File: config.mk
export PLATFORM = sky130hd
export DESIGN_NAME = pdm_ctrl
export DESIGN_NICKNAME = d
export VERILOG_FILES = /design/src/hdl/pdm_pkg.sv /design/src/hdl/pdm_ctrl.sv
export SDC_FILE = /design/constraint.sdc
export NUM_CORES = 1
export LEC_CHECK = 0
export BUFFER_PORTS_ARGS = -buffer_cell sky130_fd_sc_hd__buf_2
export CORE_MARGIN = 10
export CORE_UTILIZATION = 52
export CTS_BUF_LIST = sky130_fd_sc_hd__clkbuf_16
export DETAILED_ROUTE_END_ITERATION = 8
export PLACE_DENSITY = 0.83
export SLEW_MARGIN = 5
export SYNTH_ARGS = -nofsm -noshare
export SYNTH_HDL_FRONTEND = slang
export SYNTH_SLANG_ARGS = --single-unit
export TNS_END_PERCENT = 10
File: constraint.sdc
create_clock -name clk -period 1.85 [get_ports clk]
set_input_delay 0.185 -clock clk [delete_from_list [all_inputs] [get_ports clk]]
set_output_delay 0.185 -clock clk [all_outputs]
set_load 0.01 [all_outputs]
File: src/hdl/pdm_pkg.sv
// pdm_pkg: shared sizes, codes and controller/datapath interface types
// for the pairwise distance matrix unit
// no dependencies
package pdm_pkg;

  // store geometry
  localparam int MAX_FRAMES  = 1024;
  localparam int MAX_BANDS   = 32;
  localparam int VALUE_WIDTH = 16;

  localparam int FRAME_W  = $clog2(MAX_FRAMES);
  localparam int BAND_W   = $clog2(MAX_BANDS);
  localparam int BCNT_W   = $clog2(MAX_BANDS + 1);
  localparam int ADDR_W   = FRAME_W + BAND_W;
  localparam int DEPTH    = MAX_FRAMES * MAX_BANDS;

  // arithmetic widths
  localparam int SQ_W       = 2 * VALUE_WIDTH;
  localparam int SUM_W      = SQ_W + BAND_W;
  localparam int ROOT_STEPS = (SUM_W + 1) / 2;
  localparam int SUM_PAD_W  = 2 * ROOT_STEPS;
  localparam int ROOT_W     = ROOT_STEPS;
  localparam int REM_W      = ROOT_STEPS + 2;
  localparam int STEP_W     = $clog2(ROOT_STEPS);
  localparam int DIST_W     = 19;

  // configuration port
  localparam int CFG_W       = 6;
  localparam int APB_ADDR_W  = 3;
  localparam int APB_DATA_W  = 32;
  localparam int REG_IDX_W   = APB_ADDR_W - 2;
  localparam logic [REG_IDX_W-1:0] REG_BANDS = '0;
  localparam logic [CFG_W-1:0] BANDS_RESET   = CFG_W'(24);

  // request codes
  localparam logic REQ_LOAD  = 1'b0;
  localparam logic REQ_QUERY = 1'b1;

  // controller to datapath
  typedef struct packed {
    logic              load_wr;
    logic              query_take;
    logic              issue;
    logic [BAND_W-1:0] band;
    logic              root_load;
    logic              root_step;
    logic              emit;
  } cmd_t;

  // datapath to controller
  typedef struct packed {
    logic pipe_busy;
  } status_t;

endpackage

File: src/hdl/pdm_ctrl.sv
// pdm_ctrl: sequencer for loads and distance queries
// depends on pdm_pkg
module pdm_ctrl (
  input  logic                        clk,
  input  logic                        rst,
  input  logic                        start,
  input  logic                        req_type,
  input  logic [pdm_pkg::CFG_W-1:0]   bands,
  input  pdm_pkg::status_t            status,
  output pdm_pkg::cmd_t               cmd,
  output logic                        busy
);
  import pdm_pkg::*;

  localparam logic [2:0] S_IDLE  = 3'd0;
  localparam logic [2:0] S_READ  = 3'd1;
  localparam logic [2:0] S_DRAIN = 3'd2;
  localparam logic [2:0] S_ROOT  = 3'd3;
  localparam logic [2:0] S_DONE  = 3'd4;

  logic [2:0]        state, state_next;
  logic [BCNT_W-1:0] band_cnt, band_cnt_next;
  logic [STEP_W-1:0] step, step_next;
  logic [BCNT_W-1:0] n_eff;

  // band count clamped to the store width
  always_comb begin
    if (BCNT_W'(bands) > BCNT_W'(MAX_BANDS)) begin
      n_eff = BCNT_W'(MAX_BANDS);
    end else begin
      n_eff = BCNT_W'(bands);
    end
  end

  // next state and commands
  always_comb begin
    state_next    = state;
    band_cnt_next = band_cnt;
    step_next     = step;
    cmd           = '0;
    unique case (state)
      S_IDLE: begin
        if (start) begin
          if (req_type == REQ_LOAD) begin
            cmd.load_wr = 1'b1;
          end else begin
            cmd.query_take = 1'b1;
            band_cnt_next  = '0;
            state_next     = (n_eff == '0) ? S_DRAIN : S_READ;
          end
        end
      end
      S_READ: begin
        cmd.issue     = 1'b1;
        cmd.band      = band_cnt[BAND_W-1:0];
        band_cnt_next = band_cnt + BCNT_W'(1);
        if (band_cnt == n_eff - BCNT_W'(1)) begin
          state_next = S_DRAIN;
        end
      end
      S_DRAIN: begin
        if (!status.pipe_busy) begin
          cmd.root_load = 1'b1;
          step_next     = '0;
          state_next    = S_ROOT;
        end
      end
      S_ROOT: begin
        cmd.root_step = 1'b1;
        step_next     = step + STEP_W'(1);
        if (step == STEP_W'(ROOT_STEPS - 1)) begin
          state_next = S_DONE;
        end
      end
      S_DONE: begin
        cmd.emit   = 1'b1;
        state_next = S_IDLE;
      end
      default: begin
        state_next = S_IDLE;
      end
    endcase
  end

  // state register
  always_ff @(posedge clk) begin
    if (rst) begin
      state    <= S_IDLE;
      band_cnt <= '0;
      step     <= '0;
    end else begin
      state    <= state_next;
      band_cnt <= band_cnt_next;
      step     <= step_next;
    end
  end

  assign busy = (state != S_IDLE);

endmodule

; ---- Word level (Yosys, flattened, before mapping)
; Cells that the tools add are included.
; Widths: inputs -> output; s select.
[totals]
ff_bits = 14
latchBits = 0
ramBits = 0
rom_bits = 0
inputBits = 11
output_inout_bits = 12
memories = 0
[classes]
add_sub_neg = 3
multipliers = 0
div_mod_pow = 0
order_cmp = 1
eq_ne = 11
shift = 0
muxes = 22
bitwise = 0
reduce_logical = 8
[op_table]
columns = cell, n
row1 = $mux 6, 4
row2 = $mux 3, 5
row3 = $pmux 3 s4, 1
row4 = $pmux 6 s2, 1
row5 = $ne 2x2->1 const B, 5
row6 = $pmux 5 s2, 1
row7 = $add 6x1->6 const B, 1
row8 = $eq 3x2->1 const B, 2
row9 = $eq 6x6->1, 1
row10 = $gt 6x6->1 const B, 1
row11 = $logic_not 6->1, 1
row12 = $mux 1, 6
row13 = $mux 2, 3
row14 = $sub 6x1->6 const B, 1
row15 = $add 5x1->5 const B, 1
row16 = $eq 5x5->1 const B, 1
row17 = $mux 5, 1
row18 = $reduce_and 5->1, 1
row19 = $reduce_bool 2->1, 2
row20 = $eq 3x1->1 const B, 1
row21 = $eq 3x3->1 const B, 1
row22 = $logic_not 3->1, 1
row23 = $reduce_and 3->1, 1
row24 = $reduce_bool 3->1, 1
row25 = $reduce_and 2->1, 1

; ---- Longest topological paths before layout
; Gate-level depths: netlist of the first run.
[depth]
word_depth = 7
ltp_mapped = 8
depth_no_buf = 8

; ---- Worst setup path after synthesis of the first run
; OpenSTA, ideal clock, no wires.
[synth_timing]
kind = input port to flip-flop
start = input bands[5] (netlist name)
end = register state[0]
setup_ps = 116
arrival_ps = 1502
required_time_ps = 1734
path_slack_ps = 233
cell_stages = 8
path_buffers = 0
path_cell_list = inv_1 -> nand2_1 -> ha_1 -> xor2_1 -> o21ai_0 -> a2111oi_2 -> o211ai_1 -> a31o_1
[synth_between]
elab_chain_cells = 7
[synth_lines]
columns = element, line
row1 = start: declaration, pdm_ctrl.sv:8  ; input logic [pdm_pkg::CFG_W-1:0] bands,
row2 = $gt 6x6->1, pdm_ctrl.sv:28  ; if (BCNT_W'(bands) > BCNT_W'(MAX_BANDS)) begin
row3 = $mux 6 *, pdm_ctrl.sv:28
row4 = branches (longest 5 deep; another with $sub 6x1->6), --
row5 = end signal: assignment, pdm_ctrl.sv:92  ; state <= state_next;
row6 = end: declaration, pdm_ctrl.sv:21  ; logic [2:0] state, state_next;
; Every way passes the cells marked *. The select of a mux whose other input is x is not followed.
; A chain may end at the register's enable or synchronous reset.

==> results of run 1 <==
## layout make-up
cell class	count	area, um^2
Inverter	6	22.5
Clock buffer	3	75.1
Fill cell	164	548
Sequential cell	14	280
Clock inverter	1	3.75
Multi-Input combinational cell	105	678
Tap cell	25	31.3
Timing Repair Buffer	24	125
## through the flow
stage | cell area (um^2) | instances | setup slack (ps) | TNS, ps
final | 1220 | 178 | 130 | 0
after global routing | 1220 | 178 | 22.7 | 0
after CTS | 1210 | 178 | 37.2 | 0
after detailed placement | 1130 | 174 | -17.4 | -17.4
after global placement | 1130 | 174 | 72.8 | 0
after floorplan | 992 | 129 | 233 | 0
## logic make-up after synthesis
logic type,share of synthesized area (%)
AOI/OAI and AO/OA,18.8
xor gates and xnor gates,9.33
adders and majority gates,5.04
buffers and inverters,4.03
DFF,28.2
and+or+nand+nor,34.6
## how the worst max path moves through the flow
stage | from | endpoint | slack, ps
after detailed placement | bands[5] | state[0]$_SDFFE_PP0P_ | -20
after global routing | state[1]$_SDFFE_PP0P_ | cmd[1] | 20
final | state[1]$_SDFFE_PP0P_ | cmd[1] | 130
after global placement | bands[5] | state[0]$_SDFFE_PP0P_ | 70
after CTS | state[0]$_SDFFE_PP0P_ | cmd[3] | 40
after floorplan | bands[5] | state[0]$_SDFFE_PP0P_ | 230
## sequential cells by signal, indices dropped and copies added, names as in the netlist
signal and flops:
band_cnt 6, step 5, state 3
## power by group through the flow
stage,Sequential [mW],Combinational (mW),Clock [mW]
3_3_place_gp,0.422,0.449,0
6_report,0.425,0.473,0.417
4_1_cts,0.421,0.464,0.421
5_1_grt,0.434,0.529,0.435
2_1_floorplan,0.376,0.370,0
3_5_place_dp,0.425,0.460,0
## per-layer routing
metal / wire [um] / share of wire [%]
met1: 1070 / 42
met2: 1200 / 48
met3: 214 / 8.5
met5: 0 / 0
met4: 36 / 1.4
## what timing repair did
action                                  CTS  global route
endpoints found under the hold margin     0             0
endpoints found under the setup margin    0             6
gates resized for setup                   0             1
## cell usage in the layout (no fill, tap or decap), types with 3 or more instances in the layout
cell type,count
nand3_1,4
dfxtp_1,14
nor3b_1,3
and2_1,6
nand2b_1,3
xor2_1,5
nor3_1,7
clkbuf_16,3
nand2_1,8
xnor2_1,3
inv_1,5
buf_2,22
a21oi_1,4
o21ai_0,5
ha_1,4
nor2_1,21
or3_1,3
==> qor.txt, run 1 <==
Cells after synthesis - 129
Switching share of power - 37.3%
Starting Density - 56.2%
Share of cells above drive strength 1 - 20.3%
CTS tree - done
WL per Instance - 14.2 um
Detailed Routing Iterations Pass 1 - 4
Final Net Count - 169
Initial DRC Count - 44
Async SR Flop Fraction - 0%
Required time of the critical path - 1660 ps
Worst hold path endpoint - step[2]$_SDFFE_PP0P_
CP arrival - 1530 ps
Hold Crit Depth - 2
Seq pwr share - 32.3%
Synth Cell Area - 992 um^2
Met2 usage in global routing - 19.6%
Maxcap violations - 0
Ports - 23
Latest clock arrival within the worst-skew pair - 250 ps
Top cells by area, synth - dfxtp_1 (28%), nor2_1 (7.9%), ha_1 (5.0%), xor2_1 (4.4%), and2_1 (3.8%)
DIE HEIGHT - 63.7 um
RR Endpoint - state[0]$_SDFFE_PP0P_
Top cell type's share of synthesized area - 28.2%
Dpl hpwl - 1900 um
Clock power share - 31.7%
Port bufs - 22
Via Count - 1032
Most used DFF post-synth - dfxtp_1
GP Congestion - 0.926
Avg Inst Size Synth - 7.69 um^2
Min-delay worst type - input pin to flop
Most frequent cell after synthesis - nor2_1
Crit start category - flop
Vias in the first global route - 918
Die width - 63.7 um
Routed wire length - 2520 um
Max Freq - 582 MHz
Gr ovfl total - 0
Period utilization - 93.0%
Synth area leader - dfxtp_1
Hold Crit Start - rst
Overall Global Routing Usage - 12.4%
Register bit total from synthesis - 14
WP buf/inv - 2
Hold_buf cts - 0
GR Layer Usage met1 - 14.9%
Delay-heaviest family, CP - flip-flops
Via density - 5.80
CP Cell Sequence - nand2b_1, or2_1, inv_2, buf_2
Routed Antenna Nets - 0
Diodes inserted - 0
Clock slew at reported path FFs - 50 ps
Die area - 4060 um^2
Reg2Reg Launch Point - band_cnt[2]$_SDFFE_PP0P_
Final Max Tran Viols - 0
Root buffer cell - clkbuf_16
Pleak - 0.508 nW
# clock sinks - 14
Max VDD drop - 0.000898 V
Largest net degree at the start of global routing - 13
Combinational power share - 36.0%
Setup Crit Path Kind - flop to output pin
Outcome - completed
R2r setup slk - 210 ps
Core Box Area - 1760 um^2
Util after Layout - 68.9%
Final hold vios - 0
Final setup violation count - 0
First-pass GRT wire length - 4190 um
CTS Buf Count - 3
FP Rows - 15
Crit-path slowest cell - dfxtp_1
Final min period - 1720 ps
Yosys warning count - 0
RSZ-0062 raised after global routing - no
Crit-path max cell delay - 530 ps
Worst path depth - 4
Post-Syn Nets - 144
Max transition margin - 71.8%
Post-synthesis sequential area ratio - 28.2%
Worst r2r path cells - 5
Initial antenna violation count - 0
Setup bufs post-CTS - 0
Post-synth EDFFs - 0
Layout area overhead - 22.6%
Worst slew pin tran - 413 ps
CP max FO - 10
H-Tree Depth - 1
Worst Setup End Kind - output pin
Final Skew - 2.56 ps
M3 GR Usage - 3.53%
Post-synth cell types - 41
WHS - 256 ps
NetSw - 0.491 mW
Internal power - 0.825 mW
Final Total Pwr - 1.32 mW
Pwr dens - 1080 nW/um^2
GRT busiest layer - met2
Synth top cells by count - nor2_1 (21), dfxtp_1 (14), nand2_1 (8)
DRC viols - 0
CTS Buffer Depth - 2
Power figures use the tool's default switching activity.
==> run 2, diff against run 1 <==
==> constraint.sdc (replaced) <==
create_clock -name clk -period 1.85 [get_ports clk]
set_input_delay 0.37 -clock clk [delete_from_list [all_inputs] [get_ports clk]]
set_output_delay 0.37 -clock clk [all_outputs]
set_load 0.01 [all_outputs]
==> run 2 against run 1 <==
Effect of this change: setup slack worse by 19 ps; die area unchanged; power up 1.5%; first-iteration DRC count is 45% lower; critical path depth unchanged; via count fell by 0.97%; non-clock buffer count rose by 3; final cell count rose by 1.7%; critical endpoint unchanged.
==> qor.txt, run 2 (same netlist as run 1, synthesis figures left out) <==
Routed Antenna Nets - 0 (unchanged)
Max Freq - 575 MHz (-1.1%)
Dpl hpwl - 1990 um (+4.6%)
Hold Crit Start - rst
Post-route setup TNS - 0 ps (unchanged)
Root buffer cell - clkbuf_16
M3 GR Usage - 4.59% (+1.1 points)
Internal power - 0.843 mW (+2.2%)
NetSw - 0.493 mW (+0.34%)
Final Skew - 3.53 ps (+0.975 ps)
Final min period - 1740 ps (+19.4 ps)
WL per Instance - 14.0 um (-1.2%)
CTS Buffer Depth - 2 (unchanged)
Util after Layout - 70.6% (+1.7 points)
DIE HEIGHT - 63.7 um (unchanged)
Min-delay worst type - input pin to flop
Initial DRC Count - 24 (-45%)
Worst hold path endpoint - step[1]$_SDFFE_PP0P_
Port bufs - 22 (unchanged)
Setup Crit Path Kind - flop to output pin
RR Endpoint - state[0]$_SDFFE_PP0P_
WHS - 443 ps (+187 ps)
Final setup violation count - 0 (unchanged)
Most frequent cells in the layout - buf_2 (22), nor2_1 (21), dfxtp_1 (11)
Required time of the critical path - 1480 ps (-180 ps)
CTS tree - done
Max transition margin - 70.4% (-1.3 points)
CP max FO - 10 (unchanged)
Gr ovfl total - 0 (unchanged)
Worst Setup End Kind - output pin
Final Max Tran Viols - 0 (unchanged)
Clock slew at reported path FFs - 50 ps (about the same)
Routed wire length - 2530 um (+0.44%)
# clock sinks - 14 (unchanged)
WP buf/inv - 2 (unchanged)
Met2 usage in global routing - 21.1% (+1.5 points)
Die area - 4060 um^2 (unchanged)
Post-place setup slack - -244 ps (-227 ps)
Crit start category - flop
Via density - 5.65 (-2.6%)
Overall Global Routing Usage - 12.8% (+0.37 points)
Max VDD drop - 0.000952 V (+6.0%)
Delay-heaviest family, CP - simple AND/OR/NAND/NOR gates
Reg2Reg Launch Point - band_cnt[2]$_SDFFE_PP0P_
Initial antenna violation count - 0 (unchanged)
Maxcap violations - 0 (unchanged)
Clock power share - 31.6% (about the same)
Setup bufs post-CTS - 0 (unchanged)
Final setup margin - 111 ps (-19.4 ps)
Via Count - 1022 (-0.97%)
Combinational power share - 36.6% (+0.6 points)
Worst slew pin tran - 440 ps (+27.1 ps)
Share of cells above drive strength 1 - 25.6% (+5.4 points)
Max reg flops - 6 (unchanged)
Ports - 23 (unchanged)
Final Net Count - 172 (+1.8%)
Crit-path slowest cell - dfxtp_2
GP Congestion - 0.924 (-0.27%)
Core Box Area - 1760 um^2 (unchanged)
Largest regs - band_cnt: 6 flops, step: 5 flops, state: 3 flops
RSZ-0062 raised after global routing - yes
Hold Crit Depth - 2 (unchanged)
Commonest non-fill, non-tap cell in the layout - buf_2
Biggest register - band_cnt
CP Cell Sequence - nand2b_1, or2_1, inv_2, buf_2
FP Rows - 15 (unchanged)
Pwr dens - 1070 nW/um^2 (-0.92%)
Pleak - 0.525 nW (+3.4%)
Worst path depth - 4 (unchanged)
Switching share of power - 36.9% (-0.44 points)
Latest clock arrival within the worst-skew pair - 250 ps (about the same)
Final hold vios - 0 (unchanged)
H-Tree Depth - 1 (unchanged)
Detailed Routing Iterations Pass 1 - 4 (unchanged)
Crit-path max cell delay - 420 ps (-110 ps)
CP arrival - 1370 ps (-160 ps)
Seq pwr share - 31.8% (-0.5 points)
CTS Buf Count - 3 (unchanged)
First-pass GRT wire length - 4240 um (+1.1%)
Largest net degree at the start of global routing - 13 (unchanged)
Design area - 1250 um^2 (+2.5%)
Post-DP Area - 1150 um^2 (+2.0%)
Worst r2r path cells - 5 (unchanged)
DRC viols - 0 (unchanged)
Outcome - completed
GR Layer Usage met1 - 14.2% (-0.75 points)
Vias in the first global route - 978 (+6.5%)
Die width - 63.7 um (unchanged)
Diodes inserted - 0 (unchanged)
GRT busiest layer - met2
Starting Density - 56.2% (unchanged)
Period utilization - 94.0% (+1.0 points)
R2r setup slk - 170 ps (-40 ps)
Layout area overhead - 25.6%
[run 2: worst max-delay path by stage]
stage / from / endpoint / slack (ps)
CTS: bands[5] / state[0]$_SDFFE_PP0P_ / 3
global placement: bands[5] / state[0]$_SDFFE_PP0P_ / -110
detailed placement: bands[5] / state[0]$_SDFFE_PP0P_ / -240
finish: state[1]$_SDFFE_PP0P_ / cmd[1] / 110
floorplan: bands[5] / state[0]$_SDFFE_PP0P_ / 50
global route: bands[5] / state[0]$_SDFFE_PP0P_ / 0.2
[run 2: power by group through the flow]
stage	combinational, mW	clock, mW	sequential, mW
after floorplan	0.370	0	0.376
after global placement	0.468	0	0.422
after detailed placement	0.484	0	0.425
after CTS	0.490	0.428	0.420
after global routing	0.545	0.443	0.434
final	0.489	0.422	0.425
[run 2: area by class of cell]
type                    count  area (um^2)
repair buffers             27          148
clock inverters             1         3.75
multi-input cells         105          682
fillers                   159          518
flip-flops and latches     14          284
clock buffers               3         75.1
inverters                   6         22.5
well taps                  25         31.3
[run 2: through the flow]
stage	instances	total power, mW
after CTS	181	1.34
after global routing	181	1.42
after global placement	177	0.890
final	181	1.34
after detailed placement	177	0.909
after floorplan	129	0.746
[run 2: repair_timing]
item | 4_1_cts | 5_1_grt
pin swaps | 1 | 3
setup endpoints to repair | 2 | 8
resized for setup | 1 | 5
hold buffers | 0 | 0
hold endpoints to repair | 0 | 0
[run 2: per-layer routing]
metal / vias up / part of all wire, %
met5: - / 0
met3: 6 / 5.3
li1: 524 / -
met4: 0 / 1.8
met1: 471 / 45
met2: 21 / 48
==> run 3, diff against run 2 <==
MAX_ROUTING_LAYER = met4   (was unset)
==> run 3 against run 2 <==
Effect of this change: setup slack hardly changed; utilization stayed put; die area stayed put; critical endpoint unchanged; first-iteration DRC count stayed put; sequential share of layout area stayed put; critical path type unchanged.
==> qor.txt, run 3 (same netlist as run 1, synthesis figures left out) <==
GR Layer Usage met1 - 14.4% (+0.20 points)
Final setup violation count - 0 (unchanged)
Pwr dens - 1070 nW/um^2 (about the same)
Crit-path slowest cell - dfxtp_2
Overall Global Routing Usage - 13.1% (+0.34 points)
Crit start category - flop
Diodes inserted - 0 (unchanged)
Required time of the critical path - 1480 ps (about the same)
Max Freq - 575 MHz (unchanged)
Port bufs - 22 (unchanged)
DIE HEIGHT - 63.7 um (unchanged)
Clock power share - 31.5% (about the same)
CTS Buffer Depth - 2 (unchanged)
# clock sinks - 14 (unchanged)
Min-delay worst type - input pin to flop
Multi-input logic area - 682 um^2 (unchanged)
Routed Antenna Nets - 0 (unchanged)
Setup Crit Path Kind - flop to output pin
Commonest non-fill, non-tap cell in the layout - buf_2
Final Max Tran Viols - 0 (unchanged)
Initial DRC Count - 24 (unchanged)
Dpl hpwl - 1990 um (unchanged)
Period utilization - 94.0% (about the same)
CP arrival - 1370 ps (about the same)
Maxcap violations - 0 (unchanged)
Share of cells above drive strength 1 - 25.6% (unchanged)
Largest regs - band_cnt: 6 flops, step: 5 flops, state: 3 flops
Final Net Count - 172 (unchanged)
Die area - 4060 um^2 (unchanged)
Die width - 63.7 um (unchanged)
Met2 usage in global routing - 21.1% (unchanged)
FP Rows - 15 (unchanged)
Detailed Routing Iterations Pass 1 - 4 (unchanged)
CP max FO - 10 (unchanged)
CP Cell Sequence - nand2b_1, or2_1, inv_2, buf_2
Ports - 23 (unchanged)
WHS - 443 ps (-0.00200 ps)
Outcome - completed
Hold Crit Depth - 2 (unchanged)
Max reg flops - 6 (unchanged)
Seq pwr share - 31.8% (about the same)
Combinational power share - 36.6% (about the same)
DRC viols - 0 (unchanged)
Root buffer cell - clkbuf_16
Latest clock arrival within the worst-skew pair - 250 ps (about the same)
Most frequent cells in the layout - buf_2 (22), nor2_1 (21), dfxtp_1 (11)
NetSw - 0.493 mW (about the same)
First-pass GRT wire length - 4240 um (unchanged)
Reg2Reg Launch Point - band_cnt[2]$_SDFFE_PP0P_
RR Endpoint - state[0]$_SDFFE_PP0P_
Final min period - 1740 ps (-0.00200 ps)
CTS tree - done
Hold_buf cts - 0 (unchanged)
Final Skew - 3.54 ps (+0.00313 ps)
Pleak - 0.525 nW (unchanged)
Largest net degree at the start of global routing - 13 (unchanged)
Worst slew pin tran - 440 ps (+0.124 ps)
Max transition margin - 70.4% (about the same)
M3 GR Usage - 4.24% (-0.35 points)
Hold Crit Start - rst
Worst hold path endpoint - step[1]$_SDFFE_PP0P_
Initial antenna violation count - 0 (unchanged)
WL per Instance - 14.0 um (unchanged)
Register Area - 284 um^2 (unchanged)
Final hold vios - 0 (unchanged)
H-Tree Depth - 1 (unchanged)
Setup bufs post-CTS - 0 (unchanged)
Via Count - 1023 (+0.098%)
Post-route setup TNS - 0 ps (unchanged)
R2r setup slk - 170 ps (about the same)
Worst r2r path cells - 5 (unchanged)
RSZ-0062 raised after global routing - yes
Fillers - 159 (unchanged)
GRT busiest layer - met2
Max VDD drop - 0.000953 V (about the same)
Routed wire length - 2530 um (unchanged)
Internal power - 0.843 mW (about the same)
Layout area overhead - 25.6% (unchanged)
Via density - 5.65 (about the same)
Post-DP Area - 1150 um^2 (unchanged)
Design area - 1250 um^2 (unchanged)
CP Launch Point - state[1]$_SDFFE_PP0P_
Starting Density - 56.2% (unchanged)
Core Box Area - 1760 um^2 (unchanged)
GP Congestion - 0.940 (+1.8%)
Biggest register - band_cnt
CTS Buf Count - 3 (unchanged)
Worst Setup End Kind - output pin
Gr ovfl total - 0 (unchanged)
Switching share of power - 36.9% (about the same)
Vias in the first global route - 978 (unchanged)
Crit-path max cell delay - 420 ps (about the same)
Clock slew at reported path FFs - 50 ps (about the same)
-- run 3: cell counts in the layout (fill, tap and decap cells not counted) --
No cell type changed its count.
-- run 3: per-layer routing --
layer  vias to the layer above  share of wire (%)
li1                        524                  -
met1                       472                 45
met2                        21                 48
met3                         6                4.9
met4                         0                1.8
met5                         -                  0
-- run 3: layout make-up --
| class | count | share of cell area, % |
|---|---|---|
| clock buffers | 3 | 6.02 |
| clock inverters | 1 | 0.301 |
| inverters | 6 | 1.81 |
| multi-input cells | 105 | 54.7 |
| flip-flops and latches | 14 | 22.8 |
| well taps | 25 | 2.51 |
| repair buffers | 27 | 11.8 |
-- run 3: how the worst max path moves through the flow --
stage	endpoint	slack, ps	cells after the start
2_1_floorplan	state[0]$_SDFFE_PP0P_	50	8
3_3_place_gp	state[0]$_SDFFE_PP0P_	-110	9
3_5_place_dp	state[0]$_SDFFE_PP0P_	-240	9
4_1_cts	state[0]$_SDFFE_PP0P_	3	9
5_1_grt	state[0]$_SDFFE_PP0P_	0.2	9
6_report	cmd[1]	110	4
-- run 3: power by group through the flow --
| stage | registers [mW] | logic (mW) | clock network [mW] |
|---|---|---|---|
| after floorplan | 0.376 | 0.370 | 0 |
| after global placement | 0.422 | 0.468 | 0 |
| after detailed placement | 0.425 | 0.484 | 0 |
| after CTS | 0.420 | 0.490 | 0.428 |
| after global routing | 0.434 | 0.545 | 0.443 |
| final | 0.425 | 0.490 | 0.422 |
-- run 3: timing repair --
| item | CTS | global route |
|---|---|---|
| endpoints found under the setup margin | 2 | 8 |
| gates cloned | 0 | 0 |
| gates resized for setup | 1 | 5 |
| hold endpoints to repair | 0 | 0 |
| pin swaps | 1 | 3 |
-- run 3: worst max-delay path, delay by kind of cell (launching register included) --
kind | cells | cell delay (ps)
buf+inv | 2 | 240
flops | 1 | 420
simple gates | 2 | 460
-- run 3: stage by stage --
stage | cells | worst slack [ps] | power [mW] | util [%]
floorplan | 129 | 47.5 | 0.746 | -
global placement | 177 | -111 | 0.890 | 65.4
detailed placement | 177 | -244 | 0.909 | 65.4
CTS | 181 | 3.34 | 1.34 | 69.9
global route | 181 | 0.207 | 1.42 | 70.6
finish | 181 | 111 | 1.34 | 70.6
